--- src/design/wtlg_pkg.sv ---
package wtlg_pkg;

  typedef enum logic [1:0] {
    MODE_AND  = 2'd0,
    MODE_OR   = 2'd1,
    MODE_XOR  = 2'd2,
    MODE_XNOR = 2'd3
  } mode_t;

  // Configuration register indexes
  localparam logic REG_LOGIC_MODE     = 1'b0;
  localparam logic REG_WINDOW_SAMPLES = 1'b1;

  localparam int WINDOW_W = 16;

  typedef logic [WINDOW_W-1:0] window_t;

endpackage

--- src/design/windowed_trigger_logic_gate.sv ---
// Windowed trigger logic gate.
// Input channel: in_valid/in_ready with trigger_a and trigger_b, one beat per sample.
// Output channel: out_valid/out_ready with trigger_out, the held output level
// after that sample; every input beat produces exactly one output beat.
// Configuration: write cfg_data to register cfg_index when cfg_write is high
// (0 = logic_mode, 1 = window_samples); write only while no beat is in flight.
// Latency: the result of an accepted beat is presented on the next cycle.
// Throughput: one beat per cycle while out_ready is high; the window counter,
// the awaited-input flag and the output level all update in the accept cycle,
// so a new sample can follow every cycle.
// Stall: when the receiver holds out_ready low, the result register keeps its
// beat and in_ready drops until that beat is taken; no beat is lost.
// Reset (rst, synchronous): mode and, window 0, window closed, awaiting a,
// output level off, no result pending.
module windowed_trigger_logic_gate (
  input  logic        clk,
  input  logic        rst,
  input  logic        cfg_write,
  input  logic        cfg_index,
  input  logic [15:0] cfg_data,
  input  logic        in_valid,
  output logic        in_ready,
  input  logic        trigger_a,
  input  logic        trigger_b,
  output logic        out_valid,
  input  logic        out_ready,
  output logic        trigger_out
);

  wtlg_pkg::mode_t   logic_mode;
  wtlg_pkg::window_t window_samples;

  wtlg_pkg::window_t window_count;
  wtlg_pkg::window_t window_count_next;
  logic              awaiting_b;
  logic              awaiting_b_next;
  logic              out_level;
  logic              out_level_next;

  logic              in_accept;
  logic              idle;
  logic              awaited;
  logic              last_count;
  wtlg_pkg::window_t count_dec;

  assign in_ready  = !out_valid || out_ready;
  assign in_accept = in_valid && in_ready;

  assign idle       = (window_count == '0);
  assign awaited    = awaiting_b ? trigger_b : trigger_a;
  assign count_dec  = window_count - wtlg_pkg::window_t'(1);
  assign last_count = (count_dec == '0);

  always_comb begin
    window_count_next = window_count;
    awaiting_b_next   = awaiting_b;
    out_level_next    = out_level;
    case (logic_mode)
      wtlg_pkg::MODE_AND: begin
        if (idle) begin
          if (trigger_a && trigger_b) begin
            out_level_next = 1'b1;
          end else begin
            out_level_next = 1'b0;
            if (trigger_a || trigger_b) begin
              window_count_next = window_samples;
              awaiting_b_next   = trigger_a;
            end
          end
        end else if (awaited) begin
          out_level_next    = 1'b1;
          window_count_next = '0;
        end else begin
          window_count_next = count_dec;
        end
      end
      wtlg_pkg::MODE_OR: begin
        if (idle) begin
          if (trigger_a || trigger_b) begin
            out_level_next    = 1'b1;
            window_count_next = window_samples;
          end else if (window_samples == '0) begin
            out_level_next = 1'b0;
          end
        end else begin
          window_count_next = count_dec;
          out_level_next    = 1'b0;
        end
      end
      wtlg_pkg::MODE_XOR: begin
        if (idle) begin
          if (trigger_a != trigger_b) begin
            if (window_samples == '0) begin
              out_level_next = 1'b1;
            end else begin
              window_count_next = window_samples;
              awaiting_b_next   = trigger_a;
            end
          end else begin
            out_level_next = 1'b0;
          end
        end else if (awaited) begin
          // cancel: the other input arrived inside the window
          window_count_next = '0;
        end else begin
          window_count_next = count_dec;
          if (last_count) begin
            out_level_next = 1'b1;
          end
        end
      end
      default: begin
        if (idle) begin
          if (trigger_a && !trigger_b) begin
            if (window_samples == '0) begin
              out_level_next = 1'b1;
            end else begin
              window_count_next = window_samples;
              awaiting_b_next   = 1'b1;
            end
          end else if (!trigger_a && trigger_b) begin
            window_count_next = window_samples;
            awaiting_b_next   = 1'b0;
          end else begin
            out_level_next = 1'b0;
          end
        end else if (trigger_b) begin
          window_count_next = '0;
        end else begin
          window_count_next = count_dec;
          if (last_count && awaiting_b) begin
            out_level_next = 1'b1;
          end
        end
      end
    endcase
  end

  always_ff @(posedge clk) begin
    if (rst) begin
      logic_mode     <= wtlg_pkg::MODE_AND;
      window_samples <= '0;
    end else if (cfg_write) begin
      case (cfg_index)
        wtlg_pkg::REG_LOGIC_MODE:     logic_mode     <= wtlg_pkg::mode_t'(cfg_data[1:0]);
        wtlg_pkg::REG_WINDOW_SAMPLES: window_samples <= cfg_data;
        default: ;
      endcase
    end
  end

  always_ff @(posedge clk) begin
    if (rst) begin
      window_count <= '0;
      awaiting_b   <= 1'b0;
      out_level    <= 1'b0;
    end else if (in_accept) begin
      window_count <= window_count_next;
      awaiting_b   <= awaiting_b_next;
      out_level    <= out_level_next;
    end
  end

  // Result register: hold the beat until the receiver takes it
  always_ff @(posedge clk) begin
    if (rst) begin
      out_valid <= 1'b0;
    end else if (in_accept) begin
      out_valid <= 1'b1;
    end else if (out_ready) begin
      out_valid <= 1'b0;
    end
  end

  assign trigger_out = out_level;

`ifndef SYNTH
  a_accept_gives_result: assert property (@(posedge clk) disable iff (rst)
    in_accept |=> out_valid)
    else $error("accepted beat produced no result");

  a_result_tracks_level: assert property (@(posedge clk) disable iff (rst)
    in_accept |=> (trigger_out == $past(out_level_next)))
    else $error("result does not match computed level");

  a_or_open_drops: assert property (@(posedge clk) disable iff (rst)
    (in_accept && logic_mode == wtlg_pkg::MODE_OR && !idle) |=> !trigger_out)
    else $error("or mode with open window did not drop output");

  a_and_both_on: assert property (@(posedge clk) disable iff (rst)
    (in_accept && logic_mode == wtlg_pkg::MODE_AND && idle && trigger_a && trigger_b)
      |=> (trigger_out && window_count == '0))
    else $error("and mode coincidence did not raise output");
`endif

endmodule
--- config.mk ---
export PLATFORM = sky130hd
export DESIGN_NAME = windowed_trigger_logic_gate
export DESIGN_NICKNAME = d
export VERILOG_FILES = /design/src/design/wtlg_pkg.sv /design/src/design/windowed_trigger_logic_gate.sv
export SDC_FILE = /design/constraint.sdc
export NUM_CORES = 1
export LEC_CHECK = 0
export ABC_CLOCK_PERIOD_IN_PS = 2500
export BUFFER_PORTS_ARGS = -buffer_cell sky130_fd_sc_hd__buf_2
export CAP_MARGIN = 20
export CORE_MARGIN = 2
export CORE_UTILIZATION = 45
export CTS_CLUSTER_DIAMETER = 40
export DETAILED_ROUTE_END_ITERATION = 10
export GPL_ROUTABILITY_DRIVEN = 0
export PLACE_DENSITY = 0.64
export SLEW_MARGIN = 15
export SYNTH_ARGS = -nofsm -noshare
export SYNTH_HDL_FRONTEND = slang
export SYNTH_SLANG_ARGS = --single-unit
--- constraint.sdc ---
create_clock -name clk -period 2.5 [get_ports clk]
set_input_delay 0.125 -clock clk [delete_from_list [all_inputs] [get_ports clk]]
set_output_delay 0.125 -clock clk [all_outputs]
set_load 0.005 [all_outputs]
**After elaboration in Yosys (flattened, before gate mapping)**

Cells that the tools add are included.

- Flip-flop bits (word level): 37
- Input bits: 24
- Output and inout port bits: 3

- Add/subtract/negate cells: 1
- Eq/ne operators: 17
- Mux-type cells: 44
- Bitwise operators: 2
- Reductions and logical operators: 22

Operator list:

| cell | number |
|---|---|
| 2-to-1 mux 16 bit | 12 |
| zero test 16 bit | 3 |
| one-hot mux 16 bit (3 select lines) | 1 |
| 2-to-1 mux 1 bit | 29 |
| subtractor 16 x 1 -> 16 bit, second input constant | 1 |
| inequality test 3 bit, second input constant | 5 |
| AND reduction 9 bit | 1 |
| inequality test 2 bit, second input constant | 4 |
| AND reduction 8 bit | 1 |
| inequality test 6 x 1 -> 1 bit, second input constant | 1 |
| inequality test 6 x 3 -> 1 bit, second input constant | 1 |
| one-hot mux 1 bit (3 select lines) | 2 |
| logical AND 1 bit | 5 |
| inequality test 5 x 1 -> 1 bit, second input constant | 1 |
| nonzero test 5 bit | 1 |
| inequality test 4 bit, second input constant | 1 |
| AND reduction 2 bit | 2 |
| AND reduction 4 bit | 1 |
| nonzero test 4 bit | 1 |
| zero test 1 bit | 3 |
| inequality test 3 x 2 -> 1 bit, second input constant | 1 |
| equality test 2 x 1 -> 1 bit, second input constant | 1 |
| equality test 2 bit, second input constant | 1 |
| zero test 2 bit | 1 |
| other kinds (4) | 6 |

**Depth between registers and ports, before layout**

Gate-level depths: netlist of the first run.

- Depth in word-level cells: 7
- Depth in mapped cells: 11
- Depth with buffers taken out: 8

**Worst setup path after synthesis of the first run**

No wires, ideal clock.

- Path type: register to register
- From: reg window_count[0]
- To: reg window_count[0]
- Library setup time: 0.132 ns
- Arrival: 2.495 ns
- Slack: -0.127 ns
- Cell stages (with the launch flop): 11
- Cell sequence: dfxtp_1 clkbuf_1 inv_1 ha_1 or3b_2 or4_4 buf_6 a211oi_1 o22ai_1 a221oi_2 a2111oi_2

- Longest elaborated chain between the ends: 4

Ends and longest elaborated chain:

| what | line | RTL |
|---|---|---|
| start, declared | windowed_trigger_logic_gate.sv:33 | `wtlg_pkg::window_t window_count;` |
| start signal, assigned | windowed_trigger_logic_gate.sv:158 | `window_count <= window_count_next;` |
| subtractor 16 x 1 -> 16 bit / 2-to-1 mux 16 bit (equally long branches) | n/a |  |
| 2-to-1 mux 16 bit (on tied branches) | n/a |  |
| 2-to-1 mux 16 bit (on tied branches) | windowed_trigger_logic_gate.sv:113, windowed_trigger_logic_gate.sv:91, windowed_trigger_logic_gate.sv:60 |  |
| one-hot mux 16 bit (3 select lines) | windowed_trigger_logic_gate.sv:58 | `case (logic_mode)` |

Several ways; a longest one is shown, not always the timed one. The select of a mux whose other input is x is not followed.
A chain may end at the register's enable or synchronous reset.

**Worst setup path after layout of the first run**

- From: reg window_count[9]
- To: reg window_count[0]

- Longest elaborated chain between the ends: 3

Ends and longest elaborated chain:

| what | line | RTL |
|---|---|---|
| zero test 16 bit (*) | windowed_trigger_logic_gate.sv:49 | `assign idle = (window_count == '0);` |
| inequality test 6 x 1 -> 1 bit (no line), or another cell as far along | n/a |  |
| AND reduction 4 bit (no line) / one-hot mux 16 bit (3 select lines) (equally long branches) | n/a |  |

Every way passes the cells marked *; elsewhere a longest branch is shown, timed or not.

==> results of run 1 <==
## state kept, by name, summed over array words and instances (netlist names)
signal	flops
logic_mode	2
window_count	16
awaiting_b	1
trigger_out	1
window_samples	16
out_valid	1
## placed cells by master (no fill, tap or decap), types with 5 or more instances in the layout
master	count
clkbuf_8	6
ha_1	11
o22ai_1	5
buf_2	26
nand2b_1	7
nor2_1	17
inv_1	10
dfxtp_1	37
o21ai_0	16
buf_4	26
a21oi_1	34
o21ai_1	10
nand2_1	62
nor3_1	6
nand3_1	5
mux2i_1	6
nor4_1	11
## area by class of cell
class / count / share of cell area
clock buffer: 7 / 0.0285
clock inverter: 1 / 0.00992
inverter: 11 / 0.0136
multi-input combinational: 269 / 0.556
sequential: 37 / 0.245
tap: 72 / 0.0298
timing repair buffer: 54 / 0.118
## metrics by stage
step	hold WS, ns	power (W)	std cells	utilization	setup slack, ns
after floorplan	0.254	0.00347	338	-	0.0133
after global placement	0.367	0.00425	442	0.525	-0.0244
after detailed placement	0.372	0.00428	442	0.525	-0.0797
after CTS	0.0527	0.00486	450	0.548	0.0206
after global routing	0.0610	0.00544	451	0.553	0.000841
final	0.0581	0.00507	451	0.553	0.0461
## cells by family after synthesis
kind of cell,Yosys count,share of synthesized area
AND/OR/NAND/NOR,140,0.278
AO/OA/AOI/OAI,108,0.281
flip-flops,37,0.293
buffers and inverters,33,0.0603
adder cells (fa/ha/maj),11,0.0544
multiplexers,6,0.0237
XOR/XNOR,3,0.0104
## what timing repair did
| action | CTS | global route |
|---|---|---|
| pin swaps | 0 | 3 |
| cloned | 0 | 1 |
| endpoints found under the setup margin | 1 | 16 |
| endpoints found under the hold margin | 0 | 0 |
| gates resized for setup | 2 | 5 |
## worst max path at each step
stage	from	to	cells after the start
floorplan	window_count[0]$_SDFFE_PP0P_	window_count[0]$_SDFFE_PP0P_	9
global placement	window_count[1]$_SDFFE_PP0P_	trigger_out$_SDFFE_PP0P_	9
detailed placement	window_count[1]$_SDFFE_PP0P_	trigger_out$_SDFFE_PP0P_	9
CTS	window_count[1]$_SDFFE_PP0P_	window_count[0]$_SDFFE_PP0P_	8
global route	window_count[1]$_SDFFE_PP0P_	trigger_out$_SDFFE_PP0P_	9
finish	window_count[9]$_SDFFE_PP0P_	window_count[0]$_SDFFE_PP0P_	6
## layer usage
layer	GRT usage	share of wire
met1	0.340	0.49
met5	0	0
met4	0.0672	0.012
met3	0.0341	0.067
met2	0.341	0.44
## critical path: stages, from the launching register on
cell       delay [ns]
dfxtp_1          0.32
or4_4            0.58
or4_4            0.66
a211oi_1         0.25
o22ai_1          0.12
a221oi_2         0.31
a2111oi_2        0.08
## power by group through the flow
stage | clock network (W) | logic, W | registers (W)
2_1_floorplan | 0 | 0.00265 | 0.000811
3_3_place_gp | 0 | 0.00343 | 0.000824
3_5_place_dp | 0 | 0.00345 | 0.000824
4_1_cts | 0.000559 | 0.00349 | 0.000811
5_1_grt | 0.000578 | 0.00403 | 0.000831
6_report | 0.000553 | 0.00371 | 0.000814
==> impl_metrics.json, run 1 <==
{
  "io_pins": 27,
  "first_iter_violations": 225,
  "grt-ovfl-total": 0,
  "power_switching_share": 0.483,
  "syn_area_per_cell_um2": 7.49,
  "min_from": "cfg_data[12]",
  "grt_max_degree": 30,
  "numCtsBuffers": 5,
  "htreeDepth": 2,
  "post_cts_buffers": 0,
  "cts_hold_buffers": 0,
  "syn_nets": 373,
  "max_cap_violations": 0,
  "intPower_w": 0.00262,
  "regToRegEndpoint": "window_count[0]$_SDFFE_PP0P_",
  "final.setup.tns_ns": 0,
  "yosys_warnings": 0,
  "min_period_ns": 2.45,
  "slew_headroom": 0.634,
  "drc": 0,
  "clock_latency_ns": 0.30,
  "finalMaxSlewViolations": 0,
  "multiInputGateArea_mm2": 0.00168,
  "synth_top_cell_area_share": 0.293,
  "dieHeight_um": 79,
  "synth.area.top_cells": "dfxtp_1, nand2_1, a21oi_1",
  "die_x_um": 79,
  "clk_pin_slew_worst_paths_ns": 0.08,
  "p_switching_w": 0.00245,
  "hold_end": "window_samples[12]$_SDFFE_PP0P_",
  "max-vdd-ir-drop_uv": 947,
  "placed_area_mm2": 0.00287,
  "holdPathStages": 3,
  "drt_wl_total_mm": 6.91,
  "p_clk_frac": 0.109,
  "n_fill_cell": 538,
  "antenna_found_initial": 0,
  "p_per_area_mw_per_mm2": 1680,
  "start_util": 0.463,
  "die_area_mm2": 0.00624,
  "power_frac_seq": 0.160,
  "rrSetupSlack_ns": 0.05,
  "crit_arrival_ns": 2.62,
  "design_area_mm2": 0.00303,
  "finalClockSkew_ns": 0.00403,
  "clockBufferDepth": 2,
  "syn_inst": 338,
  "hpwl_mm": 5.09,
  "grt_setup_unrepaired": "false",
  "first_global_vias": 2280,
  "synth_top_cell_by_area": "dfxtp_1",
  "hold_path.class": "in2reg",
  "criticalPathCategory": "reg2reg",
  "synth.distinct_cells": 58,
  "synth_edf_count": 0,
  "portBuffers": 26,
  "vias": 2647,
  "wire_per_inst_um": 15.3,
  "diodes": 0,
  "row_count": 27,
  "outcome": "finished, final reports clean",
  "clock.fmax_mhz": 408,
  "ys_seq_area_frac": 0.293,
  "drive_above_1_share": 0.203,
  "final-seq-area_um2": 741,
  "synthArstFlopShare": 0,
  "synth_ff_type": "dfxtp_1",
  "cts.sinks": 37,
  "syn2layout_area_growth_pct": 19.6,
  "crit_required_ns": 2.66,
  "path_max_fanout": 10,
  "ys_top_cells_by_count": "nand2_1, dfxtp_1, a21oi_1",
  "ys_ff_latch": 37,
  "grt_pass1_wl_mm": 11.3,
  "combPwrFrac": 0.731,
  "syn_area_mm2": 0.00253,
  "nets": 413,
  "first_pass_iters": 4,
  "yosysMostFrequentCell": "nand2_1",
  "r2r_cells": 6,
  "hold_viol": 0,
  "fp.coreArea_mm2": 0.00547,
  "grtUsageTotal": 0.229,
  "ant_nets": 0,
  "end_kind": "register",
  "leakagePower_nw": 1.19,
  "cts_tree": "yes",
  "viasPerCell": 5.87,
  "cp-start-kind": "register",
  "worst_pin_slew_ns": 0.549,
  "clockRootBuffer": "clkbuf_8",
  "r2r-start": "window_count[9]$_SDFFE_PP0P_",
  "fin_crit_sh": 0.982,
  "final-setup-viol-count": 0
}
Note: power is estimated with default switching activity, not from simulation.
==> run 2, diff against run 1 <==
--- a/config.mk
+++ b/config.mk
@@ -13,7 +13,7 @@
 export CTS_CLUSTER_DIAMETER = 40
 export DETAILED_ROUTE_END_ITERATION = 10
 export GPL_ROUTABILITY_DRIVEN = 0
-export PLACE_DENSITY = 0.64
+export PLACE_DENSITY = 0.77
 export SLEW_MARGIN = 15
 export SYNTH_ARGS = -nofsm -noshare
 export SYNTH_HDL_FRONTEND = slang
==> run 2 against run 1 <==
Against the previous run: maximum frequency up 0.43%; sequential power is 0.6% higher; clock-buffer cell count is the same; global-route usage up 0.35 points; hold slack improved by 0.0093 ns; largest power group unchanged.
==> impl_metrics.json, run 2 (synthesis gave the netlist of run 1 again) <==
{
  "drive_above_1_share": 0.215,
  "dieHeight_um": 79,
  "leakagePower_nw": 1.19,
  "placed_area_mm2": 0.00288,
  "slowest_delay_ns": 0.65,
  "outcome": "finished, final reports clean",
  "wire_per_inst_um": 15.7,
  "row_count": 27,
  "syn2layout_area_growth_pct": 19.3,
  "grtUsageTotal": 0.232,
  "drt_wl_total_mm": 7.11,
  "clockRootBuffer": "clkbuf_8",
  "die_x_um": 79,
  "viasPerCell": 6.09,
  "p_switching_w": 0.00250,
  "final_common_cell": "nand2_1",
  "diodes": 0,
  "intPower_w": 0.00255,
  "hold_viol": 0,
  "grt_max_degree": 30,
  "grt-ovfl-total": 0,
  "power_switching_share": 0.494,
  "max-vdd-ir-drop_uv": 762,
  "path_max_fanout": 8,
  "cts_hold_buffers": 0,
  "path_cells": "or4_4 -> or4_4 -> a211oi_1 -> o22ai_1 -> a221oi_2 -> a2111oi_2",
  "design_area_mm2": 0.00302,
  "clock_latency_ns": 0.29,
  "hold_path.class": "in2reg",
  "drc": 0,
  "first_pass_iters": 5,
  "ant_nets": 0,
  "start_util": 0.463,
  "cp_slowest_cell": "or4_4",
  "antenna_found_initial": 0,
  "criticalPathCategory": "reg2reg",
  "end_kind": "register",
  "power_frac_seq": 0.162,
  "p_clk_frac": 0.083,
  "numCtsBuffers": 5,
  "io_pins": 27,
  "final-setup-viol-count": 0,
  "mostFrequentLayoutCells": "nand2_1, dfxtp_1, a21oi_1, buf_4, buf_2",
  "finalClockSkew_ns": 0.00647,
  "reg.largest.list": "window_count: 16 flops, window_samples: 16 flops, logic_mode: 2 flops",
  "worst_pin_slew_ns": 0.575,
  "cts.sinks": 37,
  "fin_crit_sh": 0.977,
  "clk_pin_slew_worst_paths_ns": 0.07,
  "hpwl_mm": 5.19,
  "vias": 2758,
  "p_per_area_mw_per_mm2": 1670,
  "combPwrFrac": 0.755,
  "first_iter_violations": 284,
  "clock.fmax_mhz": 409,
  "cts_tree": "yes",
  "clockBufferDepth": 2,
  "fp.coreArea_mm2": 0.00547,
  "holdWs_ns": 0.0674,
  "cpMostUsedCell": "or4_4",
  "crit_required_ns": 2.66,
  "grt_pass1_wl_mm": 11.6,
  "grt_setup_unrepaired": "true",
  "first_global_vias": 2514,
  "slew_headroom": 0.616,
  "nets": 416,
  "cp-start-kind": "register",
  "die_area_mm2": 0.00624,
  "crit_arrival_ns": 2.60,
  "min_period_ns": 2.44,
  "final.setup.tns_ns": 0,
  "portBuffers": 26,
  "finalMaxSlewViolations": 0,
  "max_cap_violations": 0,
  "htreeDepth": 2,
  "rrSetupSlack_ns": 0.06
}
run 2: cell types whose count changed in the layout (fill, tap and decap cells not counted), sizes merged:
cell    before  now
buf         54   57
bufinv       1    0
run 2: timing repair:
action / in CTS / in global routing
pin swaps: 1 / 2
resized for setup: 0 / 8
setup endpoints to repair: 1 / 16
setup buffers: 0 / 2
gates cloned: 0 / 1
run 2: area by class of cell:
| cell class | instances | area, µm² |
|---|---|---|
| tap | 72 | 90.1 |
| sequential | 37 | 741 |
| multi-input combinational | 269 | 1690 |
| clock buffer | 7 | 86.3 |
| fill | 516 | 2450 |
| inverter | 11 | 41.3 |
| timing repair buffer | 57 | 375 |
run 2: power groups by stage:
stage,sequential (W),clock (W),combinational (W)
after floorplan,0.000811,0,0.00265
final,0.000819,0.000420,0.00381
after CTS,0.000808,0.000425,0.00353
after global placement,0.000814,0,0.00341
after global routing,0.000830,0.000450,0.00414
after detailed placement,0.000820,0,0.00351
run 2: path summary, 6_finish.rpt:
kind / start / endpoint / depth (start not counted)
setup / recovery: window_count[9]$_SDFFE_PP0P_ / window_count[0]$_SDFFE_PP0P_ / 6
hold / removal: cfg_data[6] / window_samples[6]$_SDFFE_PP0P_ / 3
setup reg to reg: window_count[9]$_SDFFE_PP0P_ / window_count[0]$_SDFFE_PP0P_ / 6
hold reg to reg: window_samples[5]$_SDFFE_PP0P_ / window_samples[5]$_SDFFE_PP0P_ / 2
run 2: routing by layer:
layer	global-route usage	up-vias	share of wire
li1	-	1319	-
met1	0.307	1274	0.42
met2	0.386	141	0.47
met3	0.0432	24	0.080
met4	0.0672	0	0.025
met5	0	-	0
run 2: worst max-delay path, delay by kind of cell, from the launching register on:
| family | cells | cell delay (ns) |
|---|---|---|
| flops | 1 | 0.31 |
| simple gates | 2 | 1.24 |
| compound gates | 4 | 0.76 |
run 2: metrics by stage:
stage / worst slack, ns / power (W) / utilization / std cells
after floorplan: 0.0133 / 0.00347 / - / 338
after global placement: 0.0589 / 0.00422 / 0.527 / 443
after detailed placement: 0.0202 / 0.00433 / 0.527 / 443
after CTS: 0.00447 / 0.00477 / 0.542 / 450
after global routing: 0.00409 / 0.00542 / 0.552 / 453
final: 0.0565 / 0.00505 / 0.552 / 453
==> run 3, diff against run 2 <==
--- a/config.mk
+++ b/config.mk
@@ -5,6 +5,7 @@
 export SDC_FILE = /design/constraint.sdc
 export NUM_CORES = 1
 export LEC_CHECK = 0
+export ABC_AREA = 1
 export ABC_CLOCK_PERIOD_IN_PS = 2500
 export BUFFER_PORTS_ARGS = -buffer_cell sky130_fd_sc_hd__buf_2
 export CAP_MARGIN = 20
@@ -13,7 +14,7 @@
 export CTS_CLUSTER_DIAMETER = 40
 export DETAILED_ROUTE_END_ITERATION = 10
 export GPL_ROUTABILITY_DRIVEN = 0
-export PLACE_DENSITY = 0.77
+export PLACE_DENSITY = 0.76
 export SLEW_MARGIN = 15
 export SYNTH_ARGS = -nofsm -noshare
 export SYNTH_HDL_FRONTEND = slang
==> run 3 against run 2 <==
Against the previous run: synthesized cell count is 49% higher; sequential power is 15% lower; routed wire length is 12% higher; flip-flop and latch count stayed put; critical endpoint is now trigger_out$_SDFFE_PP0P_; highest routed layer unchanged.
==> impl_metrics.json, run 3 <==
{
  "outcome": "finished, final reports clean",
  "grt_setup_unrepaired": "false",
  "synth_top_cell_area_share": 0.244,
  "syn_nets": 538,
  "setup_slack_ns": 0.274,
  "synth_edf_count": 0,
  "start_util": 0.473,
  "regToRegEndpoint": "trigger_out$_SDFFE_PP0P_",
  "clockBufferDepth": 2,
  "leakagePower_nw": 1.57,
  "clock_latency_ns": 0.30,
  "max-vdd-ir-drop_uv": 326,
  "die_x_um": 86.1,
  "fp.coreArea_mm2": 0.00642,
  "cts.sinks": 37,
  "r2r_cells": 14,
  "worst_pin_slew_ns": 0.847,
  "clk_pin_slew_worst_paths_ns": 0.08,
  "grtUsageTotal": 0.227,
  "mostFrequentLayoutCells": "nand2_1, nor2_1, o21ai_0, inv_1, a21oi_1",
  "first_global_vias": 2986,
  "synth_ff_type": "dfxtp_1",
  "cts_resized": 0,
  "drc": 0,
  "numCtsBuffers": 5,
  "synth.area.top_cells": "dfxtp_1, nand2_1, o21ai_0",
  "clockRootBuffer": "clkbuf_8",
  "dieHeight_um": 86.1,
  "first_pass_iters": 5,
  "drt_wl_total_mm": 7.94,
  "final_common_cell": "nand2_1",
  "hold_path.class": "in2reg",
  "row_count": 29,
  "synthArstFlopShare": 0,
  "ant_nets": 0,
  "grt_max_degree": 34,
  "nets": 557,
  "cp-start-kind": "register",
  "slew_headroom": 0.435,
  "clock.fmax_mhz": 449,
  "fin_crit_sh": 0.890,
  "max_cap_violations": 0,
  "vias": 3290,
  "htreeDepth": 2,
  "drive_above_1_share": 0.122,
  "post_cts_buffers": 0,
  "min_period_ns": 2.23,
  "ys_seq_area_frac": 0.244,
  "hpwl_mm": 5.86,
  "end_kind": "register",
  "io_pins": 27,
  "synth.distinct_cells": 36,
  "diodes": 0,
  "reg.largest.list": "window_count: 16 flops, window_samples: 16 flops, logic_mode: 2 flops",
  "antenna_found_initial": 0,
  "pre_cts_slack_ns": 0.354,
  "syn_area_mm2": 0.00304,
  "ys_top_cells_by_count": "nand2_1, nor2_1, o21ai_0",
  "rrSetupSlack_ns": 0.27,
  "crit_required_ns": 2.69,
  "hold_viol": 0,
  "yosys_warnings": 0,
  "ys_ff_latch": 37,
  "grt-ovfl-total": 0,
  "path_max_fanout": 6,
  "finalClockSkew_ns": 0.00551,
  "yosysMostFrequentCell": "nand2_1",
  "cts_hold_buffers": 0,
  "p_per_area_mw_per_mm2": 633,
  "critPathCapture": "trigger_out$_SDFFE_PP0P_",
  "die_area_mm2": 0.00742,
  "crit_arrival_ns": 2.42,
  "power_w": 0.00209,
  "synth_top_cell_by_area": "dfxtp_1",
  "wire_per_inst_um": 13.2,
  "criticalPathCategory": "reg2reg",
  "portBuffers": 26,
  "grt_pass1_wl_mm": 13.7,
  "cts_tree": "yes",
  "syn_inst": 503,
  "first_iter_violations": 221,
  "finalMaxSlewViolations": 0,
  "syn_area_per_cell_um2": 6.04,
  "syn2layout_area_growth_pct": 8.94,
  "final-setup-viol-count": 0,
  "critPathLaunch": "window_count[0]$_SDFFE_PP0P_",
  "final.setup.tns_ns": 0,
  "viasPerCell": 5.48,
  "r2r-start": "window_count[0]$_SDFFE_PP0P_"
}
run 3: changes by cell type in the layout (fill, tap and decap cells not counted), moves of 6 or more:
cell	previous run	this run
nand2b_1	7	0
a21oi_1	33	49
buf_4	30	5
mux2i_1	6	0
inv_1	10	53
nor4_1	11	0
o21ai_0	16	57
nand2_1	62	129
nand3_1	5	34
nor2_4	0	7
nor2_1	18	58
run 3: critical path: stages, from the launching register on:
cell	delay [ns]
dfxtp_1	0.42
inv_1	0.15
ha_1	0.29
xnor2_1	0.29
nand2_1	0.08
nor2_1	0.16
nand2_1	0.08
nor2_1	0.09
nand2_1	0.05
nor2_1	0.09
nand2_1	0.12
nand2_1	0.11
nand3_1	0.07
nand2_1	0.06
nor2_1	0.05
run 3: cell type report:
cell class / instances / area (µm²)
fillers: 661 / 3110
multi-input cells: 392 / 1980
flip-flops and latches: 37 / 741
inverters: 55 / 206
repair buffers: 31 / 168
well taps: 77 / 96.3
clock buffers: 7 / 86.3
clock inverters: 1 / 30.0
run 3: cells by family after synthesis:
family / Yosys count / share of synthesized area
xor gates and xnor gates: 2 / 0.00577
AOI/OAI and AO/OA: 132 / 0.232
and+or+nand+nor: 247 / 0.370
adders and majority gates: 11 / 0.0453
DFF: 37 / 0.244
buffers and inverters: 74 / 0.104
run 3: layer usage:
metal,global-route usage,wire [µm],vias up
met5,0,0,-
met4,0.0750,168,0
met3,0.0356,560,17
met2,0.365,3510,128
met1,0.311,3700,1458
li1,-,-,1687
run 3: worst min path at each step:
stage | startpoint | end | slack, ns | cells after the start
after floorplan | rst | out_valid$_SDFFE_PP0P_ | 0.19 | 1
after global placement | rst | out_valid$_SDFFE_PP0P_ | 0.36 | 2
after detailed placement | rst | window_count[15]$_SDFFE_PP0P_ | 0.36 | 2
after CTS | rst | window_count[15]$_SDFFE_PP0P_ | 0.05 | 2
after global routing | rst | window_count[15]$_SDFFE_PP0P_ | 0.07 | 2
final | rst | window_count[15]$_SDFFE_PP0P_ | 0.06 | 2
run 3: report_power, final:
| part | internal (W) | switching, W |
|---|---|---|
| clock | 0.000325 | 0.000221 |
| sequential | 0.000642 | 0.0000573 |
| combinational | 0.000286 | 0.000562 |
run 3: through the flow:
stage | hold slack [ns] | instance area [µm²] | std cells | utilization
4_1_cts | 0.0540 | 3310 | 600 | 0.515
5_1_grt | 0.0655 | 3310 | 600 | 0.515
3_3_place_gp | 0.357 | 3190 | 592 | 0.497
2_1_floorplan | 0.194 | 3040 | 503 | -
3_5_place_dp | 0.363 | 3190 | 592 | 0.497
6_report | 0.0553 | 3310 | 600 | 0.515
